File: src/hw/rtl/arc_pkg.sv
// ----------------------------------------------------------------------------
// arc_pkg
// Shared types, request codes and controller interface for the address
// resolution cache.
// ----------------------------------------------------------------------------
package arc_pkg;

	localparam int TABLE_ENTRIES_DEF = 32;
	localparam logic [15:0] TIMEOUT_RST = 16'd15;
	localparam logic [15:0] LFSR_SEED = 16'hACE1;

	localparam logic [1:0] REQ_LOOKUP = 2'd0;
	localparam logic [1:0] REQ_INSERT = 2'd1;
	localparam logic [1:0] REQ_TICK = 2'd2;

	typedef struct packed {
		logic [1:0]  req_type;
		logic [31:0] ip_addr;
		logic [47:0] mac_addr;
	} in_item_t;

	typedef struct packed {
		logic        hit;
		logic [47:0] mac_out;
		logic [4:0]  slot_index;
		logic        evicted;
	} out_item_t;

	typedef enum logic [2:0] {
		ST_IDLE,
		ST_SCAN,
		ST_RAND,
		ST_WRITE,
		ST_DONE
	} state_t;

	typedef struct packed {
		logic start;      // capture request, reset scan
		logic scan;       // walk the table
		logic lfsr_step;  // advance replacement LFSR
		logic rand_step;  // one step of the modulo reduction
		logic write;      // write the chosen slot
		logic load;       // load the result register
	} cmd_t;

	typedef struct packed {
		logic [1:0] req;
		logic       scan_done;
		logic       found;
		logic       have_free;
		logic       rand_done;
		logic       out_free;
	} status_t;

endpackage

File: src/hw/rtl/arc_ctrl.sv
// ----------------------------------------------------------------------------
// arc_ctrl
// Request sequencer: accepts a request, runs the table walk, the random slot
// reduction and the write, then hands the result to the output register.
// ----------------------------------------------------------------------------
module arc_ctrl (
	input  logic           clk,
	input  logic           arst_n,
	input  logic           in_valid,
	input  logic [1:0]     in_req,
	output logic           in_stall,
	input  arc_pkg::status_t st,
	output arc_pkg::cmd_t    cmd
);
	import arc_pkg::*;

	state_t state_q;
	state_t state_nxt;
	logic   accept;

	assign in_stall = (state_q != ST_IDLE);
	assign accept   = in_valid && (state_q == ST_IDLE);

	always_ff @(posedge clk or negedge arst_n) begin
		if (!arst_n) begin
			state_q <= ST_IDLE;
		end else begin
			state_q <= state_nxt;
		end
	end

	always_comb begin
		state_nxt = state_q;
		unique case (state_q)
			ST_IDLE: begin
				if (accept) begin
					if (in_req == REQ_LOOKUP || in_req == REQ_INSERT || in_req == REQ_TICK)
						state_nxt = ST_SCAN;
					else
						state_nxt = ST_DONE;
				end
			end
			ST_SCAN: begin
				if (st.scan_done) begin
					if (st.req != REQ_INSERT)
						state_nxt = ST_DONE;
					else if (st.found || st.have_free)
						state_nxt = ST_WRITE;
					else
						state_nxt = ST_RAND;
				end
			end
			ST_RAND: begin
				if (st.rand_done)
					state_nxt = ST_WRITE;
			end
			ST_WRITE: state_nxt = ST_DONE;
			ST_DONE: begin
				if (st.out_free)
					state_nxt = ST_IDLE;
			end
			default: state_nxt = ST_IDLE;
		endcase
	end

	always_comb begin
		cmd = '0;
		unique case (state_q)
			ST_IDLE:  cmd.start = accept;
			ST_SCAN: begin
				cmd.scan = 1'b1;
				cmd.lfsr_step = st.scan_done && (st.req == REQ_INSERT) &&
					!st.found && !st.have_free;
			end
			ST_RAND:  cmd.rand_step = 1'b1;
			ST_WRITE: cmd.write = 1'b1;
			ST_DONE:  cmd.load = st.out_free;
			default:  cmd = '0;
		endcase
	end

	ap_load_only_done: assert property (@(posedge clk) disable iff (!arst_n)
		cmd.load |=> state_q == ST_IDLE)
		else $error("result loaded outside the done step");

	ap_write_after_scan: assert property (@(posedge clk) disable iff (!arst_n)
		cmd.write |-> $past(state_q) == ST_SCAN || $past(state_q) == ST_RAND)
		else $error("slot written without a completed walk");

	ap_stall_busy: assert property (@(posedge clk) disable iff (!arst_n)
		cmd.start |=> in_stall)
		else $error("new request taken while busy");

endmodule

File: config.mk
export PLATFORM = sky130hd
export DESIGN_NAME = arc_ctrl
export DESIGN_NICKNAME = d
export VERILOG_FILES = /design/src/hw/rtl/arc_pkg.sv /design/src/hw/rtl/arc_ctrl.sv
export SDC_FILE = /design/constraint.sdc
export NUM_CORES = 1
export LEC_CHECK = 0
export BUFFER_PORTS_ARGS = -buffer_cell sky130_fd_sc_hd__buf_4
export CORE_AREA = 2 2 39 41
export DETAILED_ROUTE_END_ITERATION = 8
export DIE_AREA = 0 0 41 43
export SLEW_MARGIN = 20
export SYNTH_ARGS = -nofsm -noshare
export SYNTH_HDL_FRONTEND = slang
export SYNTH_SLANG_ARGS = --single-unit
File: constraint.sdc
create_clock -name clk -period 2.53 [get_ports clk]
set_input_delay 0.506 -clock clk [delete_from_list [all_inputs] [get_ports clk]]
set_output_delay 0.506 -clock clk [all_outputs]
set_load 0.05 [all_outputs]
==> results by group <==
Floorplanning
  – IO Pins: 19
  – Die Y-Extent: 43 um
  – Die width: 41 um
  – Die area: 1760 sq um
  – Area of the core: 1380 sq um
  – Initial Util: 0.184
  – Num rows: 14

CTS
  – Clock transition at path regs: 0.04 ns
  – Clk buf depth: 2
  – Worst skew pair latency: 0.23 ns
  – CTS Sinks: 3
  – CTS tree: built
  – Root Buffer: clkbuf_4
  – CTS Hold Buffers Added: 0
  – # resized after CTS: 0
  – Postcts setup bufs: 0
  – H-tree depth: 1
  – CTS buffer count: 3

Cells and area
  – Most flop-heavy register: state_q
  – Syn-to-layout area delta: 68.1%
  – Fillers: 157
  – Fin cells: 68
  – Largest regs: state_q (3)
  – Max reg flops: 3
  – Ant. Diodes: 0
  – Post-route core utilization: 0.310
  – Nets: 65
  – Share of cells above drive strength 1: 0.442

Place
  – Pre-CTS WS: 0.635 ns
  – Dpl cells: 64
  – GP Congestion: 0.782
  – Port Buffers: 18
  – Placed wire-length estimate: 521 um

STA
  – Worst-Margin Slew: 0.259 ns
  – Final setup skew: 0.000805 ns
  – Final setup fails: 0
  – Slew headroom: 0.827
  – Fin crit share: 0.846
  – RSZ-0062 raised after global routing: false
  – Fin. max-slew vios: 0
  – Final Hold Viols: 0
  – Final worst slack: 0.391 ns
  – Final min period: 2.14 ns
  – TNS Setup: 0 ns
  – Maximum clock rate: 0.467 GHz

Critical path
  – Critical path origin: state_q[0]$_DFFE_PN0P_
  – CP required: 2.02 ns
  – Crit Path Max Fanout: 9
  – Startpoint Class: flop
  – Setup CP Type: reg2out
  – Reg2reg start: state_q[0]$_DFFE_PN0P_
  – Critical Path AT: 1.63 ns
  – Crit. End Element: primary output

Route
  – Drt drc: 0
  – Vias per inst: 4.43
  – Initial DRC Count: 2
  – Wire per inst: 9.32 um
  – Via count: 301
  – Final ANT Viol Nets: 0
  – Drt first pass iters: 3
  – Detailed Route WL: 634 um

Logic synthesis
  – Post-synth top flop: dfrtp_1
  – #FFs+latches synth: 3
  – Gate Count Post-Synth: 31
  – Cell variety after synth: 21
  – Sequential share of the synthesized area: 0.294
  – Synthesized net count: 43
  – EDFF count, synth: 0
  – Synth Cell Area: 255 sq um
  – Yosys warning count: 0
  – Syn Area/Cell: 8.23 sq um
  – Post-synth ARST share: 1.00

Global route
  – Gr ovfl total: 0
  – First-pass GRT wire length: 1040 um
  – Largest net degree at the start of global routing: 10
  – Vias in the first global route: 283
  – Gr usage total: 0.0874
  – Initial antenna violation count: 0

Power and ir drop
  – Internal power: 0.000237 W
  – Peak VDD IR: 0.398 mV
  – Leak: 0.237 nW
  – Logic pwr share: 0.624
  – PD cells: 1080 nW/um^2
  – Sequential power share: 0.198
  – P_sw: 0.000228 W
  – Clk pwr share: 0.178
  – Sw Share: 0.491

Hold path
  – Hold Path Class: in2async

Outcome
  – Outcome: finished, final reports clean

Run
  – Max Cap Viol: 0
==> final timing paths <==
path | end | slack, ns | cells after the start
setup / recovery | cmd[3] | 0.39 | 4
hold reg to reg | state_q[2]$_DFFE_PN0P_ | 0.63 | 2
min in group clk | state_q[2]$_DFFE_PN0P_ | 0.49 | 2
hold / removal | state_q[1]$_DFFE_PN0P_ | 0.06 | 1
setup reg to reg | state_q[0]$_DFFE_PN0P_ | 1.09 | 3
max in group asynchronous | state_q[0]$_DFFE_PN0P_ | 2.38 | 1
==> critical path, stage by stage (launching register included) <==
cell and delay (ns):
dfrtp_1 0.45, or3b_1 0.43, nor2_1 0.16, and3_1 0.17, buf_4 0.19
==> cell usage after synthesis (all sizes together) (2+ instances only) <==
master / n / area share
nor2: 5 / 0.074
dfrtp: 3 / 0.29
inv: 3 / 0.044
and3: 2 / 0.049
o22ai: 2 / 0.049
==> stage by stage <==
step	hold WS, ns	instance area (sq um)	total power (W)
2_1_floorplan	0.210	255	0.000312
3_3_place_gp	0.297	403	0.000385
3_5_place_dp	0.297	403	0.000388
4_1_cts	0.0445	429	0.000477
5_1_grt	0.0498	429	0.000503
6_report	0.0562	429	0.000465
==> power by group through the flow <==
stage / logic, W / clock network [W] / registers [W]
finish: 0.000290 / 0.0000826 / 0.0000922
global route: 0.000316 / 0.0000912 / 0.0000958
CTS: 0.000294 / 0.0000895 / 0.0000930
detailed placement: 0.000294 / 0 / 0.0000936
global placement: 0.000292 / 0 / 0.0000926
floorplan: 0.000235 / 0 / 0.0000768
==> cell usage in the layout, fill, tap and decap left out, types with 2 or more instances in the layout <==
cell,instances
dfrtp_1,3
clkbuf_4,3
and3_1,2
inv_1,3
o22ai_1,2
buf_4,18
nor2_1,5
==> per-layer routing <==
layer  vias to the layer above  global-route usage  part of all wire
li1                        154                   -                 -
met3                         0              0.0314             0.077
met2                         9               0.128              0.51
met4                         0              0.0600                 0
met1                       138               0.100              0.41
met5                         -                   0                 0
==> cell type report <==
cell class              count  area (sq um)  area share
multi-input cells          24           161       0.376
inverters                   3          11.3      0.0262
well taps                  16          20.0      0.0466
repair buffers             18           135       0.315
clock buffers               4          26.3      0.0612
flip-flops and latches      3          75.1       0.175
==> cell families after synthesis <==
group           synth area share
mux                       0.0392
simple gates               0.407
flops                      0.294
compound gates             0.186
buf+inv                   0.0735
Power figures use the tool's default switching activity.
