===== src/hw/rtl/arc_pkg.sv =====
// ----------------------------------------------------------------------------
// arc_pkg
// Shared types, request codes and controller interface for the address
// resolution cache.
// ----------------------------------------------------------------------------
package arc_pkg;

	localparam int TABLE_ENTRIES_DEF = 32;
	localparam logic [15:0] TIMEOUT_RST = 16'd15;
	localparam logic [15:0] LFSR_SEED = 16'hACE1;

	localparam logic [1:0] REQ_LOOKUP = 2'd0;
	localparam logic [1:0] REQ_INSERT = 2'd1;
	localparam logic [1:0] REQ_TICK = 2'd2;

	typedef struct packed {
		logic [1:0]  req_type;
		logic [31:0] ip_addr;
		logic [47:0] mac_addr;
	} in_item_t;

	typedef struct packed {
		logic        hit;
		logic [47:0] mac_out;
		logic [4:0]  slot_index;
		logic        evicted;
	} out_item_t;

	typedef enum logic [2:0] {
		ST_IDLE,
		ST_SCAN,
		ST_RAND,
		ST_WRITE,
		ST_DONE
	} state_t;

	typedef struct packed {
		logic start;      // capture request, reset scan
		logic scan;       // walk the table
		logic lfsr_step;  // advance replacement LFSR
		logic rand_step;  // one step of the modulo reduction
		logic write;      // write the chosen slot
		logic load;       // load the result register
	} cmd_t;

	typedef struct packed {
		logic [1:0] req;
		logic       scan_done;
		logic       found;
		logic       have_free;
		logic       rand_done;
		logic       out_free;
	} status_t;

endpackage


===== src/hw/rtl/arc_datapath.sv =====
// ----------------------------------------------------------------------------
// arc_datapath
// Entry storage, valid bits, table walk compare, aging, replacement LFSR with
// its modulo reduction, and the result register.
// ----------------------------------------------------------------------------
module arc_datapath #(
	parameter int TABLE_ENTRIES = arc_pkg::TABLE_ENTRIES_DEF
) (
	input  logic               clk,
	input  logic               arst_n,
	input  arc_pkg::in_item_t  in_data,
	input  logic               cfg_wr_en,
	input  logic [15:0]        cfg_wr_data,
	input  arc_pkg::cmd_t      cmd,
	output arc_pkg::status_t   st,
	output logic               out_valid,
	input  logic               out_stall,
	output arc_pkg::out_item_t out_data
);
	import arc_pkg::*;

	localparam int IW = (TABLE_ENTRIES > 1) ? $clog2(TABLE_ENTRIES) : 1;
	localparam logic [IW-1:0] LAST = IW'(TABLE_ENTRIES - 1);
	localparam int SW = IW + 5;
	localparam logic [15:0] NMOD = 16'(TABLE_ENTRIES);
	// ceil(2^RSH / TABLE_ENTRIES) gives the exact quotient of any 16-bit value
	localparam int RSH = 16 + $clog2(TABLE_ENTRIES);
	localparam logic [17:0] RECIP = 18'(((1 << RSH) + TABLE_ENTRIES - 1) / TABLE_ENTRIES);

	// Entry storage
	logic [31:0] ip_mem    [TABLE_ENTRIES];
	logic [47:0] mac_mem   [TABLE_ENTRIES];
	logic [31:0] stamp_mem [TABLE_ENTRIES];
	logic [TABLE_ENTRIES-1:0] valid_q;

	// Request
	logic [1:0]  req_q;
	logic [31:0] ip_q;
	logic [47:0] mac_q;
	logic [15:0] timeout_q;
	logic [31:0] seconds_q;
	logic [15:0] lfsr_q;

	// Walk
	logic [IW-1:0] rd_idx_q;
	logic          issued_all_q;
	logic          rd_v_s1;
	logic [IW-1:0] idx_s1;
	logic [31:0]   ip_rd_s1;
	logic [47:0]   mac_rd_s1;
	logic [31:0]   stamp_rd_s1;

	logic          found_q;
	logic [IW-1:0] hit_idx_q;
	logic [47:0]   mac_hit_q;
	logic          free_q;
	logic [IW-1:0] free_idx_q;

	// Modulo reduction: multiply by the reciprocal, then subtract quotient * N
	logic [15:0] rem_q;
	logic        step_q;
	logic [33:0] prod_q;

	logic          out_valid_q;
	out_item_t     out_q;

	logic          cmp_v;
	logic          ent_valid;
	logic          match_now;
	logic          free_now;
	logic          expire_now;
	logic [31:0]   age;
	logic          issue_en;
	logic [15:0]   lfsr_nxt;
	logic [15:0]   quot;
	logic [15:0]   quot_n;
	logic [IW-1:0] tgt;
	logic [SW-1:0] tgt_wide;
	logic [SW-1:0] hit_wide;
	out_item_t     res;

	assign cmp_v      = rd_v_s1 && cmd.scan;
	assign ent_valid  = valid_q[idx_s1];
	assign age        = seconds_q - stamp_rd_s1;
	assign match_now  = cmp_v && (req_q != REQ_TICK) && ent_valid && (ip_rd_s1 == ip_q);
	assign free_now   = cmp_v && !ent_valid;
	assign expire_now = cmp_v && (req_q == REQ_TICK) && ent_valid &&
		(age > {16'd0, timeout_q});
	assign issue_en   = cmd.scan && !issued_all_q && !match_now;

	assign lfsr_nxt = {lfsr_q[0] ^ lfsr_q[2] ^ lfsr_q[3] ^ lfsr_q[5], lfsr_q[15:1]};
	assign quot     = 16'(prod_q >> RSH);
	assign quot_n   = quot * NMOD;

	// Slot to write: refreshed match, else first free, else reduced LFSR value
	always_comb begin
		priority if (found_q)
			tgt = hit_idx_q;
		else if (free_q)
			tgt = free_idx_q;
		else
			tgt = rem_q[IW-1:0];
	end

	assign tgt_wide = SW'(tgt);
	assign hit_wide = SW'(hit_idx_q);

	assign st.req       = req_q;
	assign st.scan_done = cmp_v && (match_now || idx_s1 == LAST);
	assign st.found     = found_q || match_now;
	assign st.have_free = free_q || free_now;
	assign st.rand_done = cmd.rand_step && !step_q;
	assign st.out_free  = !out_valid_q || !out_stall;

	always_comb begin
		res = '0;
		unique case (req_q)
			REQ_LOOKUP: begin
				res.hit = found_q;
				if (found_q) begin
					res.mac_out    = mac_hit_q;
					res.slot_index = hit_wide[4:0];
				end
			end
			REQ_INSERT: begin
				res.hit        = found_q;
				res.slot_index = tgt_wide[4:0];
				res.evicted    = !found_q && !free_q;
			end
			default: res = '0;
		endcase
	end

	// Memories: one write port, one registered read port
	always_ff @(posedge clk) begin
		if (cmd.write) begin
			ip_mem[tgt]    <= ip_q;
			mac_mem[tgt]   <= mac_q;
			stamp_mem[tgt] <= seconds_q;
		end
		ip_rd_s1    <= ip_mem[rd_idx_q];
		mac_rd_s1   <= mac_mem[rd_idx_q];
		stamp_rd_s1 <= stamp_mem[rd_idx_q];
	end

	// Payload registers
	always_ff @(posedge clk) begin
		if (cmd.start) begin
			ip_q  <= in_data.ip_addr;
			mac_q <= in_data.mac_addr;
		end
		idx_s1 <= rd_idx_q;
		if (match_now) begin
			hit_idx_q <= idx_s1;
			mac_hit_q <= mac_rd_s1;
		end
		if (free_now && !free_q)
			free_idx_q <= idx_s1;
		if (cmd.rand_step && step_q)
			prod_q <= 34'(rem_q) * 34'(RECIP);
		if (cmd.load)
			out_q <= res;
	end

	always_ff @(posedge clk or negedge arst_n) begin
		if (!arst_n) begin
			valid_q      <= '0;
			req_q        <= REQ_LOOKUP;
			timeout_q    <= TIMEOUT_RST;
			seconds_q    <= '0;
			lfsr_q       <= LFSR_SEED;
			rd_idx_q     <= '0;
			issued_all_q <= 1'b0;
			rd_v_s1      <= 1'b0;
			found_q      <= 1'b0;
			free_q       <= 1'b0;
			rem_q        <= '0;
			step_q       <= 1'b0;
			out_valid_q  <= 1'b0;
		end else begin
			if (cfg_wr_en)
				timeout_q <= cfg_wr_data;

			rd_v_s1 <= issue_en;
			if (cmd.start) begin
				req_q        <= in_data.req_type;
				rd_idx_q     <= '0;
				issued_all_q <= 1'b0;
				found_q      <= 1'b0;
				free_q       <= 1'b0;
				if (in_data.req_type == REQ_TICK)
					seconds_q <= seconds_q + 32'd1;
			end else if (issue_en) begin
				if (rd_idx_q == LAST)
					issued_all_q <= 1'b1;
				else
					rd_idx_q <= rd_idx_q + IW'(1);
			end

			if (match_now)
				found_q <= 1'b1;
			if (free_now)
				free_q <= 1'b1;
			if (expire_now)
				valid_q[idx_s1] <= 1'b0;

			if (cmd.lfsr_step) begin
				lfsr_q <= lfsr_nxt;
				rem_q  <= lfsr_nxt;
				step_q <= 1'b1;
			end else if (cmd.rand_step) begin
				if (!step_q)
					rem_q <= rem_q - quot_n;
				step_q <= 1'b0;
			end

			if (cmd.write)
				valid_q[tgt] <= 1'b1;

			if (cmd.load)
				out_valid_q <= 1'b1;
			else if (!out_stall)
				out_valid_q <= 1'b0;
		end
	end

	assign out_valid = out_valid_q;
	assign out_data  = out_q;

	ap_write_sets_valid: assert property (@(posedge clk) disable iff (!arst_n)
		cmd.write |=> valid_q[$past(tgt)])
		else $error("written slot not marked valid");

	ap_evict_when_full: assert property (@(posedge clk) disable iff (!arst_n)
		cmd.load && res.evicted |-> &valid_q)
		else $error("eviction reported with a free slot");

	ap_rand_in_range: assert property (@(posedge clk) disable iff (!arst_n)
		cmd.write && !found_q && !free_q |-> rem_q < NMOD)
		else $error("random slot out of range");

	ap_out_from_load: assert property (@(posedge clk) disable iff (!arst_n)
		$rose(out_valid_q) |-> $past(cmd.load))
		else $error("result raised without a load");

endmodule

===== config.mk =====
export PLATFORM = sky130hd
export DESIGN_NAME = arc_datapath
export DESIGN_NICKNAME = d
export VERILOG_FILES = /design/src/hw/rtl/arc_pkg.sv /design/src/hw/rtl/arc_datapath.sv
export SDC_FILE = /design/constraint.sdc
export NUM_CORES = 2
export LEC_CHECK = 0
export ABC_AREA = 1
export BUFFER_PORTS_ARGS = -buffer_cell sky130_fd_sc_hd__buf_2
export CAP_MARGIN = 20
export CORE_MARGIN = 2
export CORE_UTILIZATION = 30
export CTS_BUF_LIST = sky130_fd_sc_hd__clkbuf_4 sky130_fd_sc_hd__clkbuf_8 sky130_fd_sc_hd__clkbuf_16
export DETAILED_ROUTE_END_ITERATION = 16
export HOLD_SLACK_MARGIN = 0.1
export PLACE_DENSITY_LB_ADDON = 0.15
export SLEW_MARGIN = 15
export SYNTH_ARGS = -nofsm -noshare
export SYNTH_HDL_FRONTEND = slang
export SYNTH_SLANG_ARGS = --single-unit

===== constraint.sdc =====
create_clock -name clk -period 8.36 [get_ports clk]
set_input_delay 0.836 -clock clk [delete_from_list [all_inputs] [get_ports clk]]
set_output_delay 0.836 -clock clk [all_outputs]
set_load 0.02 [all_outputs]

==> summary.txt <==
combinational power share = 10.0%
Syn-to-layout area delta = 16.3%
vias in the first global route = 97700
post-layout net count = 12100
Synth Instances = 11700
Num CTS Buffers = 436
I/O pin count = 171
GRT Total Usage = 19.8%
Max IR drop VDD = 0.185 mV
number of flops mapped to enable cells by yosys = 3777
Cell variety after synth = 61
antenna viol nets, final = 0
die area = 526000 um2
clk slew on worst S/H paths = 0.07 ns
final worst path period need = 5.57 ns
Vias/cell = 5.19
post-synthesis sequential area ratio = 76.1%
hold path cells = 3
CTS tree = built
fillers = 49900
final setup skew = 0.0784 ns
Longest Clk Path Bufs = 4
Chip Width = 725 um
DRT Pass-1 Iters = 6
Final Hold Viols = 0
largest net degree at the start of global routing = 225
global-route wire length before repair = 757000 um
worst min-delay path endpoint = lfsr_q[10]
Critical Path End Type = output port
ys flop type = edfxtp_1
post_cts resized = 0
Synth Area in Simple Gates = 8.43%
Clk pwr share = 41.0%
sequential share of power = 49.0%
clk root buf = clkbuf_16
final wirelength = 539000 um
Tcrit/Tclk final = 66.6%
core area = 517000 um2
Sum Neg Setup Slack = 0 ns
Pwr Density = 266 nW/um2
Avg Inst Size Synth = 13.3 um2
number of I/O port buffers = 170
row count = 264
Initial Utilization = 30.1%
# setup viols final = 0
antenna violations before repair = 25
Yosys reg bits = 4008
Post-Synthesis Cell Area = 156000 um2
post-synthesis mux area share = 0.00722%
Synth Net Count = 11900
Post-Synth Adder-Cell Area = 0.414%
initial drt markers = 9545
largest family of logic cells by synthesized area = compound AO/OA/AOI/OAI gates
Slew Limit Fails = 0
Placer Congestion = 0.797
Hold Startpoint = cmd[3]
Startpoint Class = flip-flop
Post-synth ARST share = 2.84%
hold crit path type = primary input to flip-flop
Worst R2R Start = seconds_q[1]
Setup Fix Bufs, Post-CTS = 0
fraction of layout cells with a size suffix above 1 = 10.7%
Synth Area in Compound Gates = 11.7%
status = completed
Clk Latency, worst-skew pair = 1.01 ns
switch share = 25.3%
r2r setup slk = 3.28 ns
reg2reg end = valid_q[31]
internal power = 36.1 mW
MaxCap Viol Count = 0
LEAKAGE = 59.4 nW
H-tree depth = 5
XOR/XNOR Fraction of Synth Area = 0.399%
grt total ovfl = 0
Critical Path Fanout Max = 33
Synth warnings = 0
Critical Setup Path Class = flip-flop to output port
Req. time, crit path = 7.52 ns
CTS sink cnt = 4008
P_sw = 12.2 mW
final core occ = 35.1%
reg2reg path depth = 24
HPWL Detailed = 265000 um
unrepaired setup endpoints after global routing = false
residual DRC count = 0
Via Count = 99700
Slew headroom = 20.2%
routed len/inst = 28.1 um
worst slew pin tran = 1.20 ns
Worst Path Arrival = 4.73 ns
max frequency = 180 MHz
Die Y = 725 um
how the worst max path moves through the flow:
stage	startpoint	endpoint	slack [ns]	depth (start not counted)
floorplan	free_q	ip_mem[0][0]	1.84	8
global placement	seconds_q[0]	valid_q[0]	3.11	25
detailed placement	seconds_q[0]	valid_q[31]	3.03	25
CTS	ip_q[0]	st[4]	2.62	9
global route	ip_q[0]	st[4]	2.36	9
finish	ip_q[0]	st[4]	2.79	9
power groups by stage:
stage	Sequential (mW)	Combinational (mW)	Clock (mW)
6_report	23.7	4.82	19.8
5_1_grt	23.8	5.27	21.0
4_1_cts	23.8	4.78	20.3
2_1_floorplan	24.1	2.61	0
3_3_place_gp	24.2	4.69	0
3_5_place_dp	24.2	4.72	0
cell families after synthesis:
family                     count (synthesis)
adders and majority gates                 51
muxes                                      1
and+or+nand+nor                         3272
buffers and inverters                   1130
AOI/OAI and AO/OA                       3172
DFF                                     4008
xor gates and xnor gates                  71
routing by layer:
layer | share of wire, % | track usage, % | routed length [um]
met2 | 47 | 32.2 | 252000
met3 | 4.9 | 2.26 | 26600
met4 | 2.1 | 4.36 | 11600
met1 | 46 | 28.5 | 249000
met5 | 0.0045 | 0 | 24
cells in the final DEF, fill, tap and decap left out, drive strengths merged, types with 102 or more instances in the layout:
master,Yosys,layout
edfxtp,3777,3777
nor2,2183,2183
o21ai,1933,1933
nand2,747,747
o22ai,611,611
clkbuf,539,571
buf,225,425
inv,365,373
o221ai,268,268
nand3,213,213
clkinv,1,191
dfxtp,117,117
a21oi,104,104
dfrtp,102,102
synthesized netlist by cell type (all sizes together), types with 2 or more instances:
master | count | area (um2)
dfstp | 12 | 315
o22ai | 611 | 3820
nand3b | 5 | 75.1
inv | 365 | 1380
nand3 | 213 | 1220
or2 | 7 | 43.8
xor2 | 49 | 429
dfrtp | 102 | 2550
edfxtp | 3777 | 113000
a22oi | 23 | 173
a211oi | 26 | 195
o221ai | 268 | 2350
o21ai | 1933 | 9670
a21oi | 104 | 524
a41oi | 19 | 166
buf | 225 | 1180
nor4 | 10 | 62.6
a31oi | 79 | 494
a21boi | 13 | 97.6
nand2 | 747 | 2830
clkbuf | 539 | 2020
dfxtp | 117 | 2340
a32oi | 16 | 140
and2 | 4 | 25.0
xnor2 | 22 | 193
nor3 | 53 | 292
nor4b | 2 | 17.5
ha | 50 | 626
nor2 | 2183 | 8270
nand4 | 46 | 294
a31o | 18 | 158
o211ai | 16 | 120
a221oi | 44 | 385
registers in the layout, indices dropped and copies added, names as in the netlist, 5 cells and up:
name / flops
mac_mem: 1536
mac_hit_q: 48
hit_idx_q: 5
lfsr_q: 16
stamp_mem: 1024
timeout_q: 16
rem_q: 5
seconds_q: 32
ip_mem: 1024
mac_rd_s1: 48
rd_idx_q: 5
free_idx_q: 5
ip_q: 32
stamp_rd_s1: 32
valid_q: 32
out_data: 55
ip_rd_s1: 32
idx_s1: 5
mac_q: 48
worst max-delay path, cell delays in order (launching register included):
cell and delay (ns):
edfxtp_1 0.78, xnor2_1 1.01, nand4_1 0.15, nor3_1 0.19, nand3_1 0.10, nor2_1 0.15
buf_4 0.24, nand3b_4 0.17, a21oi_1 0.61, buf_2 0.30
stage by stage:
step	area [um2]	instances	setup slack, ns	hold WS [ns]	power [mW]
after floorplan	156000	11700	1.84	0.366	26.7
after CTS	181000	19200	2.62	0.113	48.8
final	181000	19200	2.79	0.204	48.3
after global placement	165000	18300	3.11	0.386	28.8
after global routing	181000	19200	2.36	0.175	50.0
after detailed placement	165000	18300	3.03	0.389	28.9
area by class of cell:
class                      count  area (um2)  area share, %
tap                         6916        8650           4.77
antenna                       16        40.0         0.0221
timing repair buffer         522        4830           2.66
inverter                     366        1420          0.785
clock inverter               253        2450           1.35
multi-input combinational   6567       33000           18.2
clock buffer                 569       12400           6.81
sequential                  4008      119000           65.4
repair_timing:
action,4_1_cts,5_1_grt
hold buffers,95,0
endpoints found under the hold margin,152,0
setup endpoints to repair,0,0
No activity file was read; power rests on OpenSTA's default activity.
